[src/hw/rtl/mabs_pkg.sv]
// Package for the multi-axis Bresenham stepper: sizes, controller states and
// the command and status bundles between controller and datapath. No dependencies.
package mabs_pkg;

	localparam int NUM_AXES = 3;
	localparam int POS_BITS = 16;
	localparam int FIELD_BITS = 16;
	localparam int IDX_BITS = 3;
	localparam int MASK_W = 8;
	localparam int AXIS_W = $clog2(NUM_AXES);
	localparam int ERR_W = POS_BITS + 3;
	localparam int SUM_W = ERR_W + 2;

	typedef enum logic [2:0] {
		ST_IDLE,
		ST_LOAD,
		ST_SEL,
		ST_SETUP,
		ST_TREF,
		ST_TERR,
		ST_DONE
	} mabs_state_t;

	typedef struct packed {
		logic capture;
		logic load_wr;
		logic sel_step;
		logic setup_step;
		logic tref;
		logic terr_step;
		logic cnt_clr;
		logic push;
	} mabs_cmd_t;

	typedef struct packed {
		logic last;
		logic stop;
		logic cnt_last;
	} mabs_stat_t;

endpackage

[src/hw/rtl/mabs_ctrl.sv]
// Controller of the stepper: sequences load, reference selection, error setup
// and tick walks, and owns both handshakes. Depends on mabs_pkg.
module mabs_ctrl import mabs_pkg::*; (
	input  logic       clk,
	input  logic       arst_n,
	input  logic       in_valid,
	output logic       in_ready,
	input  logic       cmd,
	output logic       out_valid,
	input  logic       out_ready,
	input  mabs_stat_t sts,
	output mabs_cmd_t  ctl
);

	mabs_state_t state_q, state_d;
	logic        out_valid_q;
	logic        slot_free;

	assign slot_free = !out_valid_q || out_ready;
	assign out_valid = out_valid_q;

	always_ff @(posedge clk or negedge arst_n) begin
		if (!arst_n) begin
			state_q     <= ST_IDLE;
			out_valid_q <= 1'b0;
		end else begin
			state_q <= state_d;
			if (ctl.push)
				out_valid_q <= 1'b1;
			else if (out_ready)
				out_valid_q <= 1'b0;
		end
	end

	always_comb begin
		state_d  = state_q;
		ctl      = '0;
		in_ready = 1'b0;
		case (state_q)
			ST_IDLE: begin
				in_ready = 1'b1;
				if (in_valid) begin
					ctl.capture = 1'b1;
					state_d     = cmd ? ST_TREF : ST_LOAD;
				end
			end
			ST_LOAD: begin
				ctl.load_wr = 1'b1;
				state_d     = sts.last ? ST_SEL : ST_DONE;
			end
			ST_SEL: begin
				ctl.sel_step = 1'b1;
				if (sts.cnt_last) begin
					ctl.cnt_clr = 1'b1;
					state_d     = ST_SETUP;
				end
			end
			ST_SETUP: begin
				ctl.setup_step = 1'b1;
				if (sts.cnt_last)
					state_d = ST_DONE;
			end
			ST_TREF: begin
				ctl.tref = 1'b1;
				state_d  = ST_TERR;
			end
			ST_TERR: begin
				// skip the walk once the reference axis has finished
				if (sts.stop)
					state_d = ST_DONE;
				else begin
					ctl.terr_step = 1'b1;
					if (sts.cnt_last)
						state_d = ST_DONE;
				end
			end
			ST_DONE: begin
				if (slot_free) begin
					ctl.push = 1'b1;
					state_d  = ST_IDLE;
				end
			end
			default: state_d = ST_IDLE;
		endcase
	end

endmodule

[src/hw/rtl/mabs_dp.sv]
// Datapath of the stepper: per-axis position, end, delta and error registers,
// the axis walk counter and the result register. Depends on mabs_pkg.
module mabs_dp import mabs_pkg::*; (
	input  logic                  clk,
	input  logic                  arst_n,
	input  logic [IDX_BITS-1:0]   axis_index,
	input  logic [FIELD_BITS-1:0] start_pos,
	input  logic [FIELD_BITS-1:0] end_pos,
	input  logic                  last_axis,
	input  mabs_cmd_t             ctl,
	output mabs_stat_t            sts,
	output logic [MASK_W-1:0]     step_mask,
	output logic                  segment_done,
	output logic [IDX_BITS-1:0]   reference_axis,
	output logic                  bad_segment
);

	localparam logic [ERR_W-1:0] ERR_MAX = {1'b0, {(ERR_W-1){1'b1}}};
	localparam logic [ERR_W-1:0] ERR_MIN = {1'b1, {(ERR_W-1){1'b0}}};

	// captured request
	logic [IDX_BITS-1:0] axis_q;
	logic [POS_BITS-1:0] start_q, end_q;
	logic                last_q;

	// axis state
	logic [POS_BITS:0]   pos_q   [NUM_AXES];
	logic [POS_BITS-1:0] end_a_q [NUM_AXES];
	logic [POS_BITS-1:0] delta_q [NUM_AXES];
	logic [ERR_W-1:0]    err_q   [NUM_AXES];
	logic [AXIS_W-1:0]   ref_idx_q;
	logic [POS_BITS-1:0] ref_delta_q;
	logic                bad_q;
	logic [AXIS_W-1:0]   cnt_q;

	logic [MASK_W-1:0]   mask_q;
	logic                done_q;

	logic [MASK_W-1:0]   step_mask_q;
	logic                segment_done_q;
	logic [IDX_BITS-1:0] reference_axis_q;
	logic                bad_segment_q;

	logic [POS_BITS-1:0] cur_delta;
	logic [ERR_W-1:0]    cur_err;
	logic [POS_BITS:0]   ref_pos;
	logic [POS_BITS-1:0] ref_end;
	logic                pos_lt, pos_le;
	logic [SUM_W-1:0]    err_ext, dbl_delta, dbl_ref, ref_ext, tick_sum, setup_sum;
	logic                err_step, sel_better, ld_in_range, ld_rev, is_ref;
	logic [AXIS_W-1:0]   ld_idx;
	logic                walk_step;

	function automatic logic [ERR_W-1:0] sat_err(input logic [SUM_W-1:0] x);
		logic [SUM_W-ERR_W:0] top;
		begin
			top = x[SUM_W-1:ERR_W-1];
			if (top == '0 || top == '1)
				sat_err = x[ERR_W-1:0];
			else
				sat_err = x[SUM_W-1] ? ERR_MIN : ERR_MAX;
		end
	endfunction

	assign cur_delta = delta_q[cnt_q];
	assign cur_err   = err_q[cnt_q];
	assign ref_pos   = pos_q[ref_idx_q];
	assign ref_end   = end_a_q[ref_idx_q];
	assign pos_lt    = ref_pos < {1'b0, ref_end};
	assign pos_le    = ref_pos <= {1'b0, ref_end};
	assign is_ref    = cnt_q == ref_idx_q;

	assign err_ext   = {{(SUM_W-ERR_W){cur_err[ERR_W-1]}}, cur_err};
	assign dbl_delta = {{(SUM_W-POS_BITS-1){1'b0}}, cur_delta, 1'b0};
	assign dbl_ref   = {{(SUM_W-POS_BITS-1){1'b0}}, ref_delta_q, 1'b0};
	assign ref_ext   = {{(SUM_W-POS_BITS){1'b0}}, ref_delta_q};
	assign err_step  = !cur_err[ERR_W-1];
	assign tick_sum  = err_ext + dbl_delta - (err_step ? dbl_ref : '0);
	assign setup_sum = dbl_delta - ref_ext;

	assign sel_better  = (cnt_q == '0) || (cur_delta > ref_delta_q);
	assign ld_in_range = {1'b0, axis_q} < (IDX_BITS+1)'(NUM_AXES);
	assign ld_idx      = axis_q[AXIS_W-1:0];
	assign ld_rev      = end_q < start_q;
	assign walk_step   = ctl.sel_step || ctl.setup_step || ctl.terr_step;

	assign sts.last     = last_q;
	assign sts.stop     = done_q;
	assign sts.cnt_last = cnt_q == AXIS_W'(NUM_AXES - 1);

	always_ff @(posedge clk or negedge arst_n) begin
		if (!arst_n) begin
			for (int i = 0; i < NUM_AXES; i++) begin
				pos_q[i]   <= '0;
				end_a_q[i] <= '0;
				delta_q[i] <= '0;
				err_q[i]   <= '0;
			end
			ref_idx_q   <= '0;
			ref_delta_q <= '0;
			bad_q       <= 1'b0;
			cnt_q       <= '0;
		end else begin
			if (ctl.capture || ctl.cnt_clr)
				cnt_q <= '0;
			else if (walk_step)
				cnt_q <= cnt_q + 1'b1;

			if (ctl.load_wr && ld_in_range) begin
				pos_q[ld_idx]   <= {1'b0, start_q};
				end_a_q[ld_idx] <= end_q;
				delta_q[ld_idx] <= ld_rev ? '0 : end_q - start_q;
				// axis 0 opens a new segment, so drop the old flag unless it is itself reversed
				if (ld_rev)
					bad_q <= 1'b1;
				else if (ld_idx == '0)
					bad_q <= 1'b0;
			end

			if (ctl.sel_step && sel_better) begin
				ref_idx_q   <= cnt_q;
				ref_delta_q <= cur_delta;
			end

			if (ctl.setup_step)
				err_q[cnt_q] <= is_ref ? '0 : sat_err(setup_sum);

			if (ctl.tref && pos_le)
				pos_q[ref_idx_q] <= ref_pos + 1'b1;

			if (ctl.terr_step && !is_ref)
				err_q[cnt_q] <= sat_err(tick_sum);
		end
	end

	always_ff @(posedge clk) begin
		if (ctl.capture) begin
			axis_q  <= axis_index;
			start_q <= POS_BITS'(start_pos);
			end_q   <= POS_BITS'(end_pos);
			last_q  <= last_axis;
			mask_q  <= '0;
			done_q  <= 1'b0;
		end else begin
			if (ctl.tref) begin
				done_q <= !pos_lt;
				if (pos_lt)
					mask_q[IDX_BITS'(ref_idx_q)] <= 1'b1;
			end
			if (ctl.terr_step && !is_ref && err_step)
				mask_q[IDX_BITS'(cnt_q)] <= 1'b1;
		end

		if (ctl.push) begin
			step_mask_q      <= mask_q;
			segment_done_q   <= done_q;
			reference_axis_q <= IDX_BITS'(ref_idx_q);
			bad_segment_q    <= bad_q;
		end
	end

	assign step_mask      = step_mask_q;
	assign segment_done   = segment_done_q;
	assign reference_axis = reference_axis_q;
	assign bad_segment    = bad_segment_q;

endmodule

[src/hw/rtl/multi_axis_bresenham_stepper.sv]
// Multi-axis Bresenham step generator. Each request either loads one axis's
// segment (cmd 0) or is one step tick (cmd 1), and yields exactly one result.
// A load marked last_axis then walks the axes once to pick the reference (the
// largest delta, lowest index on a tie) and walks them again to seed every
// other axis's error with 2*delta - ref_delta. A tick checks the reference axis
// and, unless it has reached its end, walks the other axes one per cycle to
// step them and update their errors. A new request is taken in the cycle
// after the result is parked in the output register, so a slow consumer
// costs nothing until a second result is ready. Reversed segments (end below
// start) raise bad_segment until the next load of axis 0 and move with zero
// delta. Loads addressed beyond the axis count write nothing but still run
// selection when marked last. Depends on mabs_pkg.
module multi_axis_bresenham_stepper import mabs_pkg::*; (
	input  logic                  clk,
	input  logic                  arst_n,
	input  logic                  in_valid,
	output logic                  in_ready,
	input  logic                  cmd,
	input  logic [IDX_BITS-1:0]   axis_index,
	input  logic [FIELD_BITS-1:0] start_pos,
	input  logic [FIELD_BITS-1:0] end_pos,
	input  logic                  last_axis,
	output logic                  out_valid,
	input  logic                  out_ready,
	output logic [MASK_W-1:0]     step_mask,
	output logic                  segment_done,
	output logic [IDX_BITS-1:0]   reference_axis,
	output logic                  bad_segment
);

	mabs_cmd_t  ctl;
	mabs_stat_t sts;

	// sequencing and handshakes
	mabs_ctrl u_ctrl (
		.clk       (clk),
		.arst_n    (arst_n),
		.in_valid  (in_valid),
		.in_ready  (in_ready),
		.cmd       (cmd),
		.out_valid (out_valid),
		.out_ready (out_ready),
		.sts       (sts),
		.ctl       (ctl)
	);

	// axis registers, shared error adder and result register
	mabs_dp u_dp (
		.clk            (clk),
		.arst_n         (arst_n),
		.axis_index     (axis_index),
		.start_pos      (start_pos),
		.end_pos        (end_pos),
		.last_axis      (last_axis),
		.ctl            (ctl),
		.sts            (sts),
		.step_mask      (step_mask),
		.segment_done   (segment_done),
		.reference_axis (reference_axis),
		.bad_segment    (bad_segment)
	);

endmodule

[config.mk]
export PLATFORM = sky130hd
export DESIGN_NAME = multi_axis_bresenham_stepper
export DESIGN_NICKNAME = d
export VERILOG_FILES = /design/src/hw/rtl/mabs_pkg.sv /design/src/hw/rtl/mabs_ctrl.sv /design/src/hw/rtl/mabs_dp.sv /design/src/hw/rtl/multi_axis_bresenham_stepper.sv
export SDC_FILE = /design/constraint.sdc
export NUM_CORES = 1
export LEC_CHECK = 0
export BUFFER_PORTS_ARGS = -buffer_cell sky130_fd_sc_hd__buf_2
export CORE_MARGIN = 10
export CORE_UTILIZATION = 57
export DETAILED_ROUTE_END_ITERATION = 8
export GPL_ROUTABILITY_DRIVEN = 0
export PLACE_DENSITY = 0.88
export SYNTH_ARGS = -nofsm -noshare
export SYNTH_HDL_FRONTEND = slang
export SYNTH_SLANG_ARGS = --single-unit
[constraint.sdc]
create_clock -name clk -period 6.11 [get_ports clk]
set_clock_uncertainty 0.1 [all_clocks]
set_input_delay 0.611 -clock clk [delete_from_list [all_inputs] [get_ports clk]]
set_output_delay 0.611 -clock clk [all_outputs]
set_load 0.005 [all_outputs]
# After elaboration in Yosys (flattened, before gate mapping)
# Index checks and enable logic that the tools add are counted.
dict set report totals {
  register_bits 286
  in_bits 41
  out_inout_bits 15
  wordCells 172
}
dict set report classes {
  n_addsub 6
  order_cmp 15
  n_eq_ne 13
  mux 74
  bitwise 5
  n_reduce_logical 31
}
# cell count
set op_table {}
lappend op_table {{19-bit 2-to-1 mux} 10}
lappend op_table {{57-bit bitwise mux} 2}
lappend op_table {{57-bit 2-to-1 mux} 2}
lappend op_table {{51-bit bitwise mux} 2}
lappend op_table {{51-bit 2-to-1 mux} 2}
lappend op_table {{48-bit bitwise mux} 2}
lappend op_table {{16-bit 2-to-1 mux} 6}
lappend op_table {{17-bit 2-to-1 mux} 5}
lappend op_table {{17-bit demux with 2-bit select} 2}
lappend op_table {{16-bit binary-select mux with 2-bit select} 2}
lappend op_table {{19-bit binary-select mux with 2-bit select} 1}
lappend op_table {{19-bit demux with 2-bit select} 1}
lappend op_table {{17-bit binary-select mux with 2-bit select} 1}
lappend op_table {{16-bit demux with 2-bit select} 1}
lappend op_table {{8-bit 2-to-1 mux} 4}
lappend op_table {{3-bit 2-to-1 mux} 7}
lappend op_table {{3-bit case mux with 7 select lines} 1}
lappend op_table {{21-bit subtractor} 1}
lappend op_table {{19-bit by 18-bit adder with 20-bit output} 1}
lappend op_table {{1-bit 2-to-1 mux} 19}
lappend op_table {{17-bit by 16-bit subtractor with 18-bit output} 1}
lappend op_table {{17-bit by 1-bit adder with 17-bit output, second input constant} 1}
lappend op_table {{17-bit by 16-bit less-or-equal comparator with 1-bit output} 1}
lappend op_table {{17-bit by 16-bit less-than comparator with 1-bit output} 1}
lappend op_table {{28 further kinds} 68}

# Logic depth before layout (Yosys ltp)
dict set report logic_depth {
  ltp_word 14
  mapped_depth 27
  mapped_depth_nobuf 23
}

# Cells and area by module
# From an unflattened synthesis, not the netlist that was laid out.
dict set report unflattened {
  hier_cells 1780
  area_unflattened_um2 16692.3
}
# module n_inst cells_per_inst area_per_inst_um2 seq_area_each_um2
set by_module_without_submodules {}
lappend by_module_without_submodules {mabs_dp 1 1743 16375.7 6976.7}
lappend by_module_without_submodules {mabs_ctrl 1 37 316.6 100.1}

# Worst setup path before layout
# No wires, ideal clock.
dict set report synth_path {
  path_kind {reg-to-reg}
  from {register u_dp.cnt_q[1]}
  to {register u_dp.err_q[6] in the netlist's numbering}
  setup_time_ps 104
  t_arrival_ps 5520
  required_ps 5906
  slack_ps 386
  path_stages_with_launch 26
  n_path_buf 4
  synth_period_minus_slack_ps 5724
  cell_sequence {dfrtp_1 -> buf_4 -> buf_1 -> mux2i_1 -> o21ai_0 -> fa_1 -> a21o_1 -> and4_1 -> o21a_1 -> nor2_1 -> a21oi_1 -> a21o_1 -> a21oi_1 -> xnor2_1 -> ha_1 -> a21oi_1 -> a21oi_1 -> a311oi_1 -> nor2_1 -> a221o_1 -> nor3_2 -> or3_1 -> buf_4 -> buf_2 -> o21ai_1 -> a221oi_1}
}
dict set report synth_between {
  elab_chain_len 14
  word_cells_on_any_way 36
  classes_between {add/sub (3); order compare (2); eq/ne (3); mux (20); bitwise (1); reduce/logical (7)}
}
# item line_no
set synth_lines {}
lappend synth_lines {{from (decl)} mabs_dp.sv:34} ;# logic [AXIS_W-1:0] cnt_q;
lappend synth_lines {{from (signal assigned)} mabs_dp.sv:107} ;# cnt_q <= cnt_q + 1'b1;
lappend synth_lines {{2-bit inverter with 3-bit output (implied by the code) (*)} mabs_dp.sv:65} ;# assign cur_delta = delta_q[cnt_q];
lappend synth_lines {{16-bit binary-select mux with 2-bit select (*)} mabs_dp.sv:65}
lappend synth_lines {{16-bit 2-to-1 mux (implied by the code) (*) (2 in a row)} mabs_dp.sv:65}
lappend synth_lines {{net u_dp.cur_delta[1]} mabs_dp.sv:44} ;# logic [POS_BITS-1:0] cur_delta;
lappend synth_lines {{branches (longest 9 deep; another with 21-bit subtractor)} n/a}
lappend synth_lines {{57-bit 2-to-1 mux (*)} mabs_dp.sv:131} ;# if (ctl.terr_step && !is_ref)
lappend synth_lines {{to (signal, indexed assignment)} mabs_dp.sv:126} ;# err_q[cnt_q] <= is_ref ? '0 : sat_err(setup_sum);
lappend synth_lines {{to (signal, indexed assignment)} mabs_dp.sv:132} ;# err_q[cnt_q] <= sat_err(tick_sum);
lappend synth_lines {{to (decl)} mabs_dp.sv:30} ;# logic [ERR_W-1:0] err_q [NUM_AXES];
# Mark *: on every way through the listed nets, which the timed path passes. The select of a mux whose other input is x is not followed.
# A chain may end at the register's enable or synchronous reset.

# Worst setup path after layout
dict set report layout_path {
  from {register u_dp.cnt_q[0]}
  to {register u_dp.err_q[31] in the netlist's numbering}
}
dict set report layout_between {
  elab_chain_len 14
  word_cells_on_any_way 36
  classes_between {add/sub (3); order compare (2); eq/ne (3); mux (20); bitwise (1); reduce/logical (7)}
}
# item line_no
set layout_lines {}
lappend layout_lines {{branches (longest 13 deep; another with 21-bit subtractor)} n/a}
lappend layout_lines {{57-bit 2-to-1 mux (*)} mabs_dp.sv:131}
# Mark *: on every way between the ends. The select of a mux whose other input is x is not followed.

==> metrics.md <==
| Metric | Value |
|---|---|
| Num rows | 62 |
| Boundary pin count | 56 |
| WL/cell | 20.8 um |
| Hold_sp | start_pos[1] |
| Crit path launch | u_dp.cnt_q[0]$_DFFE_PN0P_ |
| Cell mode on critical path | a21oi_1 |
| CTS H-tree depth | 1 |
| Core Region | 29000 sq um |
| Flip-flop and latch area | 7080 sq um |
| N_diodes | 0 |
| Distinct cells, synth | 76 |
| Total CTS buffers | 28 |
| Vias per cell | 6.52 |
| Pins Over Slew Limit | 0 |
| Post-Layout Cell Count | 2248 |
| Ranking of synthesized cells by area | dfrtp_1 (33%), edfxtp_1 (7.8%), ha_1 (7.4%), nand2_1 (5.3%), a21oi_1 (4.6%) |
| Rel. slew slack | 0.166 |
| TritonCTS clock tree | yes |
| Post-Place Cells | 2194 |
| Die height | 192 um |
| Area Growth Syn to Fin | 9.17% |
| Vias | 14653 |
| Largest net degree at the start of global routing | 139 |
| Final ANT Viol Nets | 0 |
| Initial DRC Count | 1447 |
| # Max-Cap Violations | 0 |
| Slowest CP cell | dfrtp_1 |
| Multi-input gate area | 9260 sq um |
| Synth Flop Type | dfrtp_1 |
| Most common cell in the netlist | nand2_1 |
| Sequential area share after synthesis | 0.419 |
| Kind of critical path | register to register |
| CP Data Arrival Time | 6210 ps |
| Number of flops mapped to enable cells by yosys | 44 |
| Vias in the first global route | 14650 |
| CP required | 6450 ps |
| Yosys warning count | 0 |
| Final hold vios | 0 |
| Crit path capture type | register |
| Final Net Count | 1988 |
| CP max FO | 16 |
| Clk pin slew, worst setup/hold paths | 60 ps |
| R2r setup slk | 240 ps |
| # fillers | 2228 |
| Post-Synthesis Cells | 1830 |
| Initial core utilization | 0.582 |
| Clock root cell | clkbuf_16 |
| Dpl hpwl | 32.5 mm |
| Synth Register Bits | 275 |
| Max frequency | 170 MHz |
| WHS | 103 ps |
| Antenna violations before repair | 0 |
| Yosys top cell area share | 0.335 |
| Max incr delay on CP | 470 ps |
| Worst-margin pin slew | 1250 ps |
| Finish-stage setup viols | 0 |
| Clk sink count | 275 |
| Final cycle utilization of the critical path | 0.960 |
| Worst-Skew Late Latency | 580 ps |
| Tmin final | 5870 ps |
| Die Area | 36900 sq um |
| Crit path cell chain | nor2b_4, buf_4, buf_4, nand2_1, o21ai_0, ha_1, a21o_1, and4_1, o21a_1, nor2_1, a21oi_1, a21o_1, a21oi_1, xnor2_1, ha_1, a21oi_1, a21oi_1, a311oi_1, nor2_1, a221o_1, nor3_4, o31a_1, nor2_1, a221oi_1 |
| Post-Syn Area per Cell | 9.23 sq um |
| GRT overflow | 0 |
| I/O Buffers | 50 |
| Total wire length | 46.9 mm |
| Status | complete, no violations |
| # DRC | 0 |
| Drt pass-1 iters | 7 |
| Chip width | 192 um |
| Gr usage total | 0.249 |
| Clk buf depth | 3 |
| Worst reg2reg startpoint | u_dp.cnt_q[0]$_DFFE_PN0P_ |
| Worst hold-check path type | input port to register |
| Critical Path Start Type | register |
| Area leader, netlist | dfrtp_1 |
| Fraction of layout cells with a size suffix above 1 | 0.108 |
| Commonest cells in the synthesized netlist | nand2_1 (238), dfrtp_1 (226), a21oi_1 (155) |
| Final core occ | 0.636 |
| Post-Syn Area | 16900 sq um |
| Ys async rst share | 0.822 |
| Global-route wire length before repair | 75.1 mm |
-- final cells by class --
| type | count | area share |
|---|---|---|
| Inverter | 57 | 0.0116 |
| Sequential cell | 275 | 0.384 |
| Tap cell | 384 | 0.0260 |
| Clock inverter | 6 | 0.00461 |
| Multi-Input combinational cell | 1400 | 0.502 |
| Timing Repair Buffer | 81 | 0.0275 |
| Clock buffer | 45 | 0.0447 |
-- metrics by stage --
step / setup slack, ps / area (sq um) / TNS (ps)
after CTS: 206 / 18400 / 0
after detailed placement: 265 / 17500 / 0
after floorplan: 386 / 16900 / 0
final: 242 / 18400 / 0
after global placement: 494 / 17500 / 0
after global routing: -32.9 / 18400 / -54.1
-- worst max-delay path: cells and delay by family, from the launching register on --
| kind | cells | cell delay [ps] |
|---|---|---|
| flip-flops | 1 | 470 |
| AO/OA/AOI/OAI | 12 | 2690 |
| XOR/XNOR | 1 | 90 |
| adder cells (fa/ha/maj) | 2 | 700 |
| AND/OR/NAND/NOR | 7 | 1300 |
| buffers and inverters | 2 | 410 |
-- cells by family (layout without fill, tap and decap cells) --
logic type | count (synthesis) | in the layout | synth area share
buffers and inverters | 159 | 189 | 0.0372
flip-flops | 275 | 275 | 0.419
AND/OR/NAND/NOR | 553 | 553 | 0.148
other | 1 | 5 | 0.000222
AO/OA/AOI/OAI | 555 | 555 | 0.209
multiplexers | 120 | 120 | 0.0747
XOR/XNOR | 62 | 62 | 0.0321
adder cells (fa/ha/maj) | 105 | 105 | 0.0794
-- cells in the final DEF (no fill, tap or decap), drive strengths merged, types with 6 or more instances in the layout --
cell type,n
nor2,147
o31ai,19
a21o,35
a21oi,155
clkbuf,45
a211oi,77
nand2,238
o2bb2ai,6
edfxtp,44
o21ai,146
nand2b,25
o21bai,7
and3,8
o21a,23
nor3,27
a221oi,22
nand3,24
dfrtp,226
buf,80
inv,57
and2,28
nand4,9
nor2b,13
mux2,49
ha,100
mux2i,71
o22ai,12
xor2,24
xnor2,38
or3,8
o211ai,6
nor4,8
-- timing repair --
item / 4_1_cts / 5_1_grt
gates resized for setup: 0 / 9
hold buffers: 1 / 0
setup buffers: 0 / 2
endpoints found under the setup margin: 0 / 41
endpoints found under the hold margin: 74 / 0
-- state kept, by name (all words and copies together), names as in the netlist --
name                 flops
u_dp.segment_done        1
u_dp.ref_idx_q           2
u_ctrl.state_q           3
u_dp.delta_q            48
u_dp.cnt_q               2
u_dp.end_q              16
u_dp.step_mask           4
u_dp.end_a_q            48
u_dp.reference_axis      2
u_dp.last_q              1
u_dp.axis_q              3
u_ctrl.out_valid         1
u_dp.ref_delta_q        16
u_dp.err_q              54
u_dp.start_q            16
u_dp.bad_q               1
u_dp.pos_q              51
u_dp.bad_segment         1
u_dp.done_q              1
u_dp.mask_q              4
-- per-layer routing --
metal  GRT usage  part of all wire  up-vias
met1       0.300              0.39     7017
met2       0.407              0.47      795
met3      0.0397             0.076      197
met4       0.160             0.069        0
met5           0                 0        -
li1            -                 -     6644
-- worst paths after layout --
kind                                                endpoint  cells past startpoint
worst max-delay path                u_dp.err_q[31]$_DFF_PN0_                     24
worst min-delay path               u_dp.start_q[1]$_DFFE_PP_                      1
worst max register to register      u_dp.err_q[31]$_DFF_PN0_                     24
worst min register to register   u_dp.step_mask[1]$_DFFE_PP_                      0
max in group asynchronous       u_dp.delta_q[14]$_DFFE_PN0P_                      3
min in group asynchronous            u_dp.err_q[4]$_DFF_PN0_                      2
Power is left out: the tool's default activity adds up to more than one toggle a clock period on the data nets, which glitch-free logic cannot reach.
